## src/ssrm_ram.sv

```systemverilog
// ssrm_ram: generic single write port, single read port ram with registered read
// no dependencies; used for bucket stamps and stream counters
module ssrm_ram #(
    parameter int WIDTH = 32,
    parameter int DEPTH = 16
) (
    input  logic                     i_clk,
    input  logic                     i_we,
    input  logic [$clog2(DEPTH)-1:0] i_waddr,
    input  logic [WIDTH-1:0]         i_wdata,
    input  logic [$clog2(DEPTH)-1:0] i_raddr,
    output logic [WIDTH-1:0]         o_rdata
);

    logic [WIDTH-1:0] r_mem [DEPTH];
    logic [WIDTH-1:0] r_rdata;

    always_ff @(posedge i_clk) begin
        if (i_we) begin
            r_mem[i_waddr] <= i_wdata;
        end
        r_rdata <= r_mem[i_raddr];
    end

    assign o_rdata = r_rdata;

endmodule

```

## config.mk

```make
export PLATFORM = sky130hd
export DESIGN_NAME = ssrm_ram
export DESIGN_NICKNAME = d
export VERILOG_FILES = /design/src/ssrm_ram.sv
export SDC_FILE = /design/constraint.sdc
export NUM_CORES = 1
export LEC_CHECK = 0
export BUFFER_PORTS_ARGS = -buffer_cell sky130_fd_sc_hd__buf_4
export CAP_MARGIN = 20
export CORE_MARGIN = 2
export CORE_UTILIZATION = 61
export CTS_CLUSTER_DIAMETER = 150
export CTS_CLUSTER_SIZE = 20
export DETAILED_ROUTE_END_ITERATION = 10
export PLACE_DENSITY_LB_ADDON = 0.08
export SYNTH_ARGS = -nofsm -noshare
export SYNTH_HDL_FRONTEND = slang
export SYNTH_SLANG_ARGS = --single-unit
```

## constraint.sdc

```tcl
create_clock -name i_clk -period 3.5 [get_ports i_clk]
set_input_delay 0 -clock i_clk [delete_from_list [all_inputs] [get_ports i_clk]]
set_output_delay 0 -clock i_clk [all_outputs]
set_load 0.1 [all_outputs]
```

== Yosys cells after proc, flatten, opt, wreduce, memory -nomap -nowiden ==
Memory sizes are Yosys's and may differ from the RTL's. A register that Yosys moved wholly into a read port is not among the register bits.
Cells that the tools add are included.
Storage, ports and cells
  register bits: 0
  memory bits (writable): 512
  input bits: 42
  output and inout bits: 32
  logic and storage cells: 3
  memories: 1
Operators by class
  mux-type cells: 2
Memory list
  r_mem: words 16, width 32, rd ports 1, clocked after Yosys merged registers in 1, wr ports 1, line 15  | logic [WIDTH-1:0] r_mem [DEPTH];
Operator list (number)
  1-bit two-way mux: 2

== Longest topological paths before layout ==
Gate-level depths: netlist of run 1.
  depth after elaboration: 2
  mapped depth: 5
  gate-level depth less buffers: 3

== Least setup slack after synthesis of run 1 ==
OpenSTA, ideal clock, no wires.
  kind: input-to-reg
  from: input i_waddr[2]
  to: memory r_mem[0][0], enable pin
  setup time: 0.461 ns
  arrival time: 2.718 ns
  required time: 3.039 ns
  slack: 0.320 ns
  cell stages on the path: 2
  path buffers: 0
  cell sequence: or3b_2 > nor3_1
RTL lines
  from (decl): line 9  | input logic [$clog2(DEPTH)-1:0] i_waddr,
  to (decl): line 15
Straight into the memory's write port.

==> impl_metrics.toml, run 1 <==
[run_status]
outcome = "finished clean"

[run]
maxCapViolCount = 0

[layout]
seq_area_mm2 = 0.0160
syn_to_final_growth_pct = 13.0
final_nets = 1006
multi_input_area_mm2 = 0.00375
nFillCells = 1952
stdcell_area_mm2 = 0.0224
n_antenna_cell = 0
final_util = 0.695
drive_gt1_frac = 0.286

[detailed_routing]
ant_nets = 0
drtIter0Drc = 1045
routed_via_density = 6.27
vias = 8962
wl_per_cell_um = 26.8
drt_first_pass_iters = 5
wl_um = 38300
drcViolationCount = 0

[worst_setup_path]
max_stage_delay_ps = 580
cp_max_fo = 56
slowest_stage = "dlygate4sd3_1"
worstPathRequired_ps = 3980
path_class = "primary input to flip-flop"
end_kind = "flip-flop"
critical_path.startpoint_type = "primary input"
cp.arrival_ps = 2450
worstPathCellList = "clkbuf_8, buf_4, mux4_2, a22oi_1, dlygate4sd3_1, nand2_1"

[yosys]
async_flop_share = 0
synthCells = 838
yosysTopAreaCellShare = 0.774
synthTopCellsByCount = "edfxtp_1 (512), mux4_2 (128), a22oi_1 (64)"
synth.cell_area_mm2 = 0.0199
yosysUniqueCellTypes = 18
yosysWarnings = 0
syn_nets = 880
avgSynthCellArea_um2 = 23.7
yosysSeqAreaShare = 0.807
yosysMostFrequentCell = "edfxtp_1"
yosys-top-cells-area = "edfxtp_1 (77%), mux4_2 (15%), dfxtp_1 (3.2%)"
synth_edf_count = 512
synth_seq_cells = 544
synth_flop_cell = "edfxtp_1"
netlist.top_cell.by_area = "edfxtp_1"

[sta]
fmax_mhz = 508
slew_headroom = 0.336
setup_tns_ps = 0
finalSetupViolCount = 0
slew_viol_final = 0
tightest_slew_ps = 994
hold_violations = 0
min_period_ps = 1970
holdWs_ps = 24.8
skew_ps = 18.7
rsz0062_at_grt = "false"
min_period_over_period = 0.563

[global_route]
grt_usage = 0.233
grt_first_pass_wirelength_um = 57200
grt_pass1_vias = 9269
grt_max_degree = 57
antenna_found_initial = 0
grt_overflow = 0

[floorplan]
dieWidth_um = 184
die_h_um = 184
die-area_mm2 = 0.0340
ios = 74
placementRows = 66
start_util = 0.615
coreArea_mm2 = 0.0323

[clock_tree]
cts_max_level = 1
cts.root.buffer_cell = "clkbuf_16"
post_cts_resize_count = 0
clk_latency_ps = 580
cts_inserted_buffers = 31
cts.path.max_buffers = 3
cts_tree = "yes"
clk_pin_slew_ps = 80
clkSinkCount = 544

[hold_path]
hold_class = "primary input to flip-flop"

[power_and_ir_drop]
irDropWorstVdd_mv = 0.452
fin_total_pwr_uw = 11900
p_leak_uw = 0.00713
power_density_mw_per_mm2 = 531

[place]
hpwlAfterDp_um = 21600
dpl_cell_area_mm2 = 0.0212
gp_congestion = 0.690
portBuffers = 73
-- worst paths after layout --
check | startpoint | endpoint | slack, ps | cells after the start
hold / removal | i_waddr[1] | r_mem[8][17] | 20 | 3
setup reg to reg | r_mem[3][29] | o_rdata[29] | 1710 | 4
setup / recovery | i_raddr[0] | o_rdata[29] | 1530 | 6
hold reg to reg | r_mem[14][4] | o_rdata[4] | 660 | 3
-- where the power goes --
| group | internal [uW] | switching (uW) | leakage, uW |
|---|---|---|---|
| clock network | 1680 | 1910 | 0.000421 |
| logic | 333 | 677 | 0.00182 |
| registers | 7270 | 45.3 | 0.00489 |
-- metal layers --
metal / vias to the layer above / routed length, um / GRT usage
li1: 3802 / - / -
met1: 4786 / 16300 / 0.355
met2: 338 / 19000 / 0.376
met3: 36 / 2500 / 0.0281
met4: 0 / 503 / 0.0458
met5: - / 0 / 0
-- per-stage QoR --
stage	setup slack (ps)	std cells
after floorplan	320	838
after global placement	1310	1332
after detailed placement	1390	1337
after CTS	1570	1428
after global routing	1370	1429
final	1530	1429
-- timing repair --
action / 4_1_cts / 5_1_grt
hold buffers: 35 / 0
buffers inserted: 0 / 0
hold endpoints to repair: 520 / 0
-- sequential cells by signal, indices dropped and copies added (netlist names) --
signal and flops:
r_mem 512, o_rdata 32
-- layout make-up --
class,instances,area share
well taps,442,0.0246
clock inverters,2,0.00112
clock buffers,54,0.0384
multi-input cells,251,0.167
flip-flops and latches,544,0.714
repair buffers,136,0.0551
-- placed cells by master (no fill, tap or decap), types with 2 or more instances in the layout --
cell / n
a22oi_1: 64
buf_12: 5
buf_16: 3
buf_4: 92
clkbuf_1: 23
clkbuf_16: 31
dfxtp_1: 32
dlygate4sd3_1: 35
edfxtp_1: 512
mux4_2: 128
nand2_1: 33
nand2b_1: 2
nand3b_1: 2
nor2_4: 13
nor2b_4: 2
nor3_2: 4
-- logic make-up (layout without fill, tap and decap cells) --
kind of cell | after synthesis | after routing | synth area share
buffers and inverters | 43 | 192 | 0.0112
multiplexers | 128 | 128 | 0.145
AND/OR/NAND/NOR | 59 | 59 | 0.0127
AO/OA/AOI/OAI | 64 | 64 | 0.0242
flip-flops | 544 | 544 | 0.807
-- worst max-delay path, delay by kind of cell --
kind | cells | cell delay (ps)
mux | 1 | 540
buf+inv | 3 | 1570
compound gates | 1 | 210
simple gates | 1 | 50
(Power assumes the default switching activity.)
==> run 2, diff against run 1 <==
clock period = 1.9 ns   (was 3.5 ns; I/O delays follow)
==> impl_metrics.toml, run 2 (synthesis results as in run 1) <==
[worst_setup_path]
cp.arrival_ps = 1800
max_stage_delay_ps = 480
worstPathRequired_ps = 2360
cp_num_buf_inv = 0
critical_path.startpoint_type = "flip-flop"
crit_family = "multiplexers"
worstPathCellList = "mux4_2, a22oi_1, nand2_1"
path_class = "flip-flop to flip-flop"
cp_max_fo = 1
end_kind = "flip-flop"
slowest_stage = "mux4_2"

[sta]
skew_ps = 17.3
min_period_over_period = 0.705
min_period_ps = 1340
finalSetupViolCount = 0
slew_viol_final = 0
fmax_mhz = 747
hold_violations = 0
tightest_slew_ps = 517
slew_headroom = 0.655
rsz0062_at_grt = "false"
setup_tns_ps = 0
timing.final.ws_setup_ps = 561

[place]
portBuffers = 73
post-place-ws_ps = 325
gp_congestion = 0.712
dpl_cell_area_mm2 = 0.0214
hpwlAfterDp_um = 20300

[global_route]
grt_usage = 0.243
grt_pass1_vias = 9423
grt_max_degree = 81
grt_overflow = 0
grt_first_pass_wirelength_um = 59200
antenna_found_initial = 1

[clock_tree]
post_cts_resize_count = 0
cts_inserted_buffers = 31
hold_buffers = 32
post_cts_buffers = 0
clk_pin_slew_ps = 80
cts_tree = "yes"
clk_latency_ps = 570
clkSinkCount = 544
cts.root.buffer_cell = "clkbuf_16"
cts.path.max_buffers = 3
cts_max_level = 1

[floorplan]
ios = 74
start_util = 0.615
die_h_um = 184
placementRows = 66
coreArea_mm2 = 0.0323
die-area_mm2 = 0.0340
dieWidth_um = 184

[detailed_routing]
vias = 8993
wl_per_cell_um = 27.9
wl_um = 39900
drtIter0Drc = 1009
drcViolationCount = 0
routed_via_density = 6.28
ant_nets = 0
drt_first_pass_iters = 5

[power_and_ir_drop]
irDropWorstVdd_mv = 0.783
p_leak_uw = 0.00720
power_density_mw_per_mm2 = 970

[layout]
final_nets = 1010
final_cell_mix = "edfxtp_1 (512), mux4_2 (128), buf_4 (84), a22oi_1 (64), nand2_1 (33)"
stdcell_area_mm2 = 0.0226
final_common_cell = "edfxtp_1"
top_register = "r_mem"
syn_to_final_growth_pct = 14.1
largest_reg_flops = 512
drive_gt1_frac = 0.291

[run_status]
outcome = "finished clean"

[run]
maxCapViolCount = 0

[hold_path]
hold_class = "primary input to flip-flop"
run 2: changes by cell type in the layout (fill, tap and decap cells not counted), sizes merged:
cell,before,now
inv,2,1
clkbuf,55,54
diode,0,1
buf,100,107
dlygate4sd3,35,32
run 2: layout make-up:
class	instances	area, um^2
diodes	1	2.50
clock buffers	53	858
clock inverters	1	16.3
fillers	1953	9640
multi-input cells	251	3770
flip-flops and latches	544	16000
well taps	442	553
repair buffers	140	1430
run 2: power by group:
group | internal [uW] | switching [uW]
registers | 13400 | 91.4
logic | 637 | 1250
clock network | 3080 | 3520
total | 17100 | 4860
run 2: metal layers:
| metal | global-route usage | share of wire | vias to the layer above |
|---|---|---|---|
| met2 | 0.408 | 0.51 | 298 |
| met4 | 0.0451 | 0.014 | 0 |
| met1 | 0.351 | 0.41 | 4845 |
| met3 | 0.0369 | 0.063 | 43 |
| li1 | - | - | 3807 |
| met5 | 0 | 0 | - |
run 2: final timing paths:
path	from	to	slack [ps]	depth (start not counted)
setup reg to reg	r_mem[3][7]	o_rdata[7]	560	3
hold reg to reg	r_mem[15][0]	o_rdata[0]	670	3
hold / removal	i_waddr[1]	r_mem[4][20]	60	3
setup / recovery	r_mem[3][7]	o_rdata[7]	560	3
run 2: worst reg2reg max path, cell delays in order, from the launching register on:
cell and delay (ps):
edfxtp_1 380, mux4_2 480, a22oi_1 280, nand2_1 90
run 2: stage by stage:
stage / power (uW) / util / hold slack, ps / std cells
after global routing: 22600 / 0.701 / 43.7 / 1432
after CTS: 22100 / 0.701 / 34.9 / 1431
final: 22000 / 0.701 / 56.0 / 1432
after floorplan: 15000 / - / 98.9 / 838
after global placement: 15500 / 0.664 / 280 / 1345
after detailed placement: 15600 / 0.664 / 297 / 1345
==> run 3, diff against run 2 <==
clock period = 1.3 ns   (was 1.9 ns; I/O delays follow)
==> impl_metrics.toml, run 3 (synthesis results as in run 1) <==
[run_status]
outcome = "finished clean"

[global_route]
antenna_found_initial = 0
grt_usage = 0.252
grt_overflow = 0
grt_max_degree = 33
grt_first_pass_wirelength_um = 61000
grt_pass1_vias = 9483

[layout]
largest_reg_flops = 512
final_nets = 1056
final_cell_mix = "edfxtp_1 (512), mux4_2 (128), buf_4 (105), a22oi_1 (44), buf_12 (41)"
stdcell_area_mm2 = 0.0234
final_common_cell = "edfxtp_1"
syn_to_final_growth_pct = 17.7
final_util = 0.723
n_antenna_cell = 0
drive_gt1_frac = 0.342
top_register = "r_mem"

[floorplan]
ios = 74
dieWidth_um = 184
die-area_mm2 = 0.0340
start_util = 0.615
placementRows = 66
coreArea_mm2 = 0.0323
die_h_um = 184

[place]
portBuffers = 73
hpwlAfterDp_um = 24000
post-place-ws_ps = -191
gp_congestion = 0.760
dpl_cell_area_mm2 = 0.0220

[worst_setup_path]
cp_max_fo = 1
slowest_stage = "mux4_2"
end_kind = "flip-flop"
worstPathCellList = "mux4_2, a22oi_2, nand2_1"
cp_num_cells = 3
crit_family = "multiplexers"
cp_num_buf_inv = 0
max_stage_delay_ps = 500
r2r_cells = 3
critical_path.startpoint_type = "flip-flop"
path_class = "flip-flop to flip-flop"
worstPathRequired_ps = 1760
cp.arrival_ps = 1750

[power_and_ir_drop]
p_switching_uw = 7200
switching_share = 0.223
seq_power_share = 0.609
power_density_mw_per_mm2 = 1390
p_clk_frac = 0.299
power.internal_uw = 25200
irDropWorstVdd_mv = 1.15
p_leak_uw = 0.00752
p_comb_frac = 0.092

[clock_tree]
clk_pin_slew_ps = 80
cts_inserted_buffers = 31
cts.path.max_buffers = 3
clk_latency_ps = 590
cts_tree = "yes"
cts.root.buffer_cell = "clkbuf_16"
clkSinkCount = 544
cts_max_level = 1

[detailed_routing]
drt_first_pass_iters = 7
drtIter0Drc = 953
wl_per_cell_um = 28.0
ant_nets = 0
drcViolationCount = 0
wl_um = 41400
routed_via_density = 6.25
vias = 9238

[hold_path]
worstHoldPathCells = 5
hold_class = "primary input to flip-flop"

[sta]
min_period_over_period = 0.990
tightest_slew_ps = 713
holdWs_ps = 50.8
setup_tns_ps = 0
timing.final.ws_setup_ps = 13.1
slew_headroom = 0.524
finalSetupViolCount = 0
hold_violations = 0
rsz0062_at_grt = "true"
fmax_mhz = 777
min_period_ps = 1290
slew_viol_final = 0
skew_ps = 27.7

[run]
maxCapViolCount = 0
==> run 3: changes by cell type in the layout (fill, tap and decap cells not counted), moves of 2 or more <==
cell,delta
nand2b_2,+2
buf_6,+3
dlygate4sd3_1,+4
a22oi_1,-20
buf_12,+18
nand2b_1,-2
a22oi_2,+20
buf_4,+21
==> run 3: worst paths after layout <==
kind / endpoint / slack [ps] / startpoint
max: o_rdata[11] / 10 / r_mem[11][11]
min: o_rdata[10] / 50 / i_raddr[1]
max reg2reg: o_rdata[11] / 10 / r_mem[11][11]
min reg2reg: o_rdata[10] / 670 / r_mem[12][10]
==> run 3: layer usage <==
metal / part of all wire / vias up / GRT usage
met1: 0.41 / 4939 / 0.371
met4: 0.016 / 0 / 0.0483
met2: 0.52 / 349 / 0.423
met5: 0 / - / 0
met3: 0.053 / 48 / 0.0253
li1: - / 3902 / -
==> run 3: power groups by stage <==
| stage | Combinational [uW] | Clock (uW) | Sequential, uW |
|---|---|---|---|
| final | 2980 | 9660 | 19700 |
| after floorplan | 970 | 0 | 20900 |
| after CTS | 2950 | 9790 | 19700 |
| after detailed placement | 2840 | 0 | 20100 |
| after global placement | 2780 | 0 | 20100 |
| after global routing | 3120 | 10400 | 19700 |
==> run 3: worst register-to-register path, delay by kind of cell (launching register included) <==
family | cells | cell delay [ps]
compound gates | 1 | 200
flops | 1 | 390
simple gates | 1 | 70
mux | 1 | 500
==> run 3: metrics by stage <==
step,instances,power [uW]
finish,1477,32400
global route,1477,33300
CTS,1474,32400
detailed placement,1384,22900
global placement,1384,22900
floorplan,838,21900
==> run 3: final cells by class <==
type                       instances  area, um^2
tap                              442         553
clock inverter                     2        25.0
fill                            1880        8930
timing repair buffer             186        2020
clock buffer                      52         855
multi-input combinational        251        3890
sequential                       544       16000
==> run 3: repair_timing <==
action,in CTS,in global routing
endpoints found under the hold margin,552,0
endpoints found under the setup margin,5,21
buffers inserted,0,3
gates resized for setup,5,20
hold buffers,36,0
pin swaps,0,4
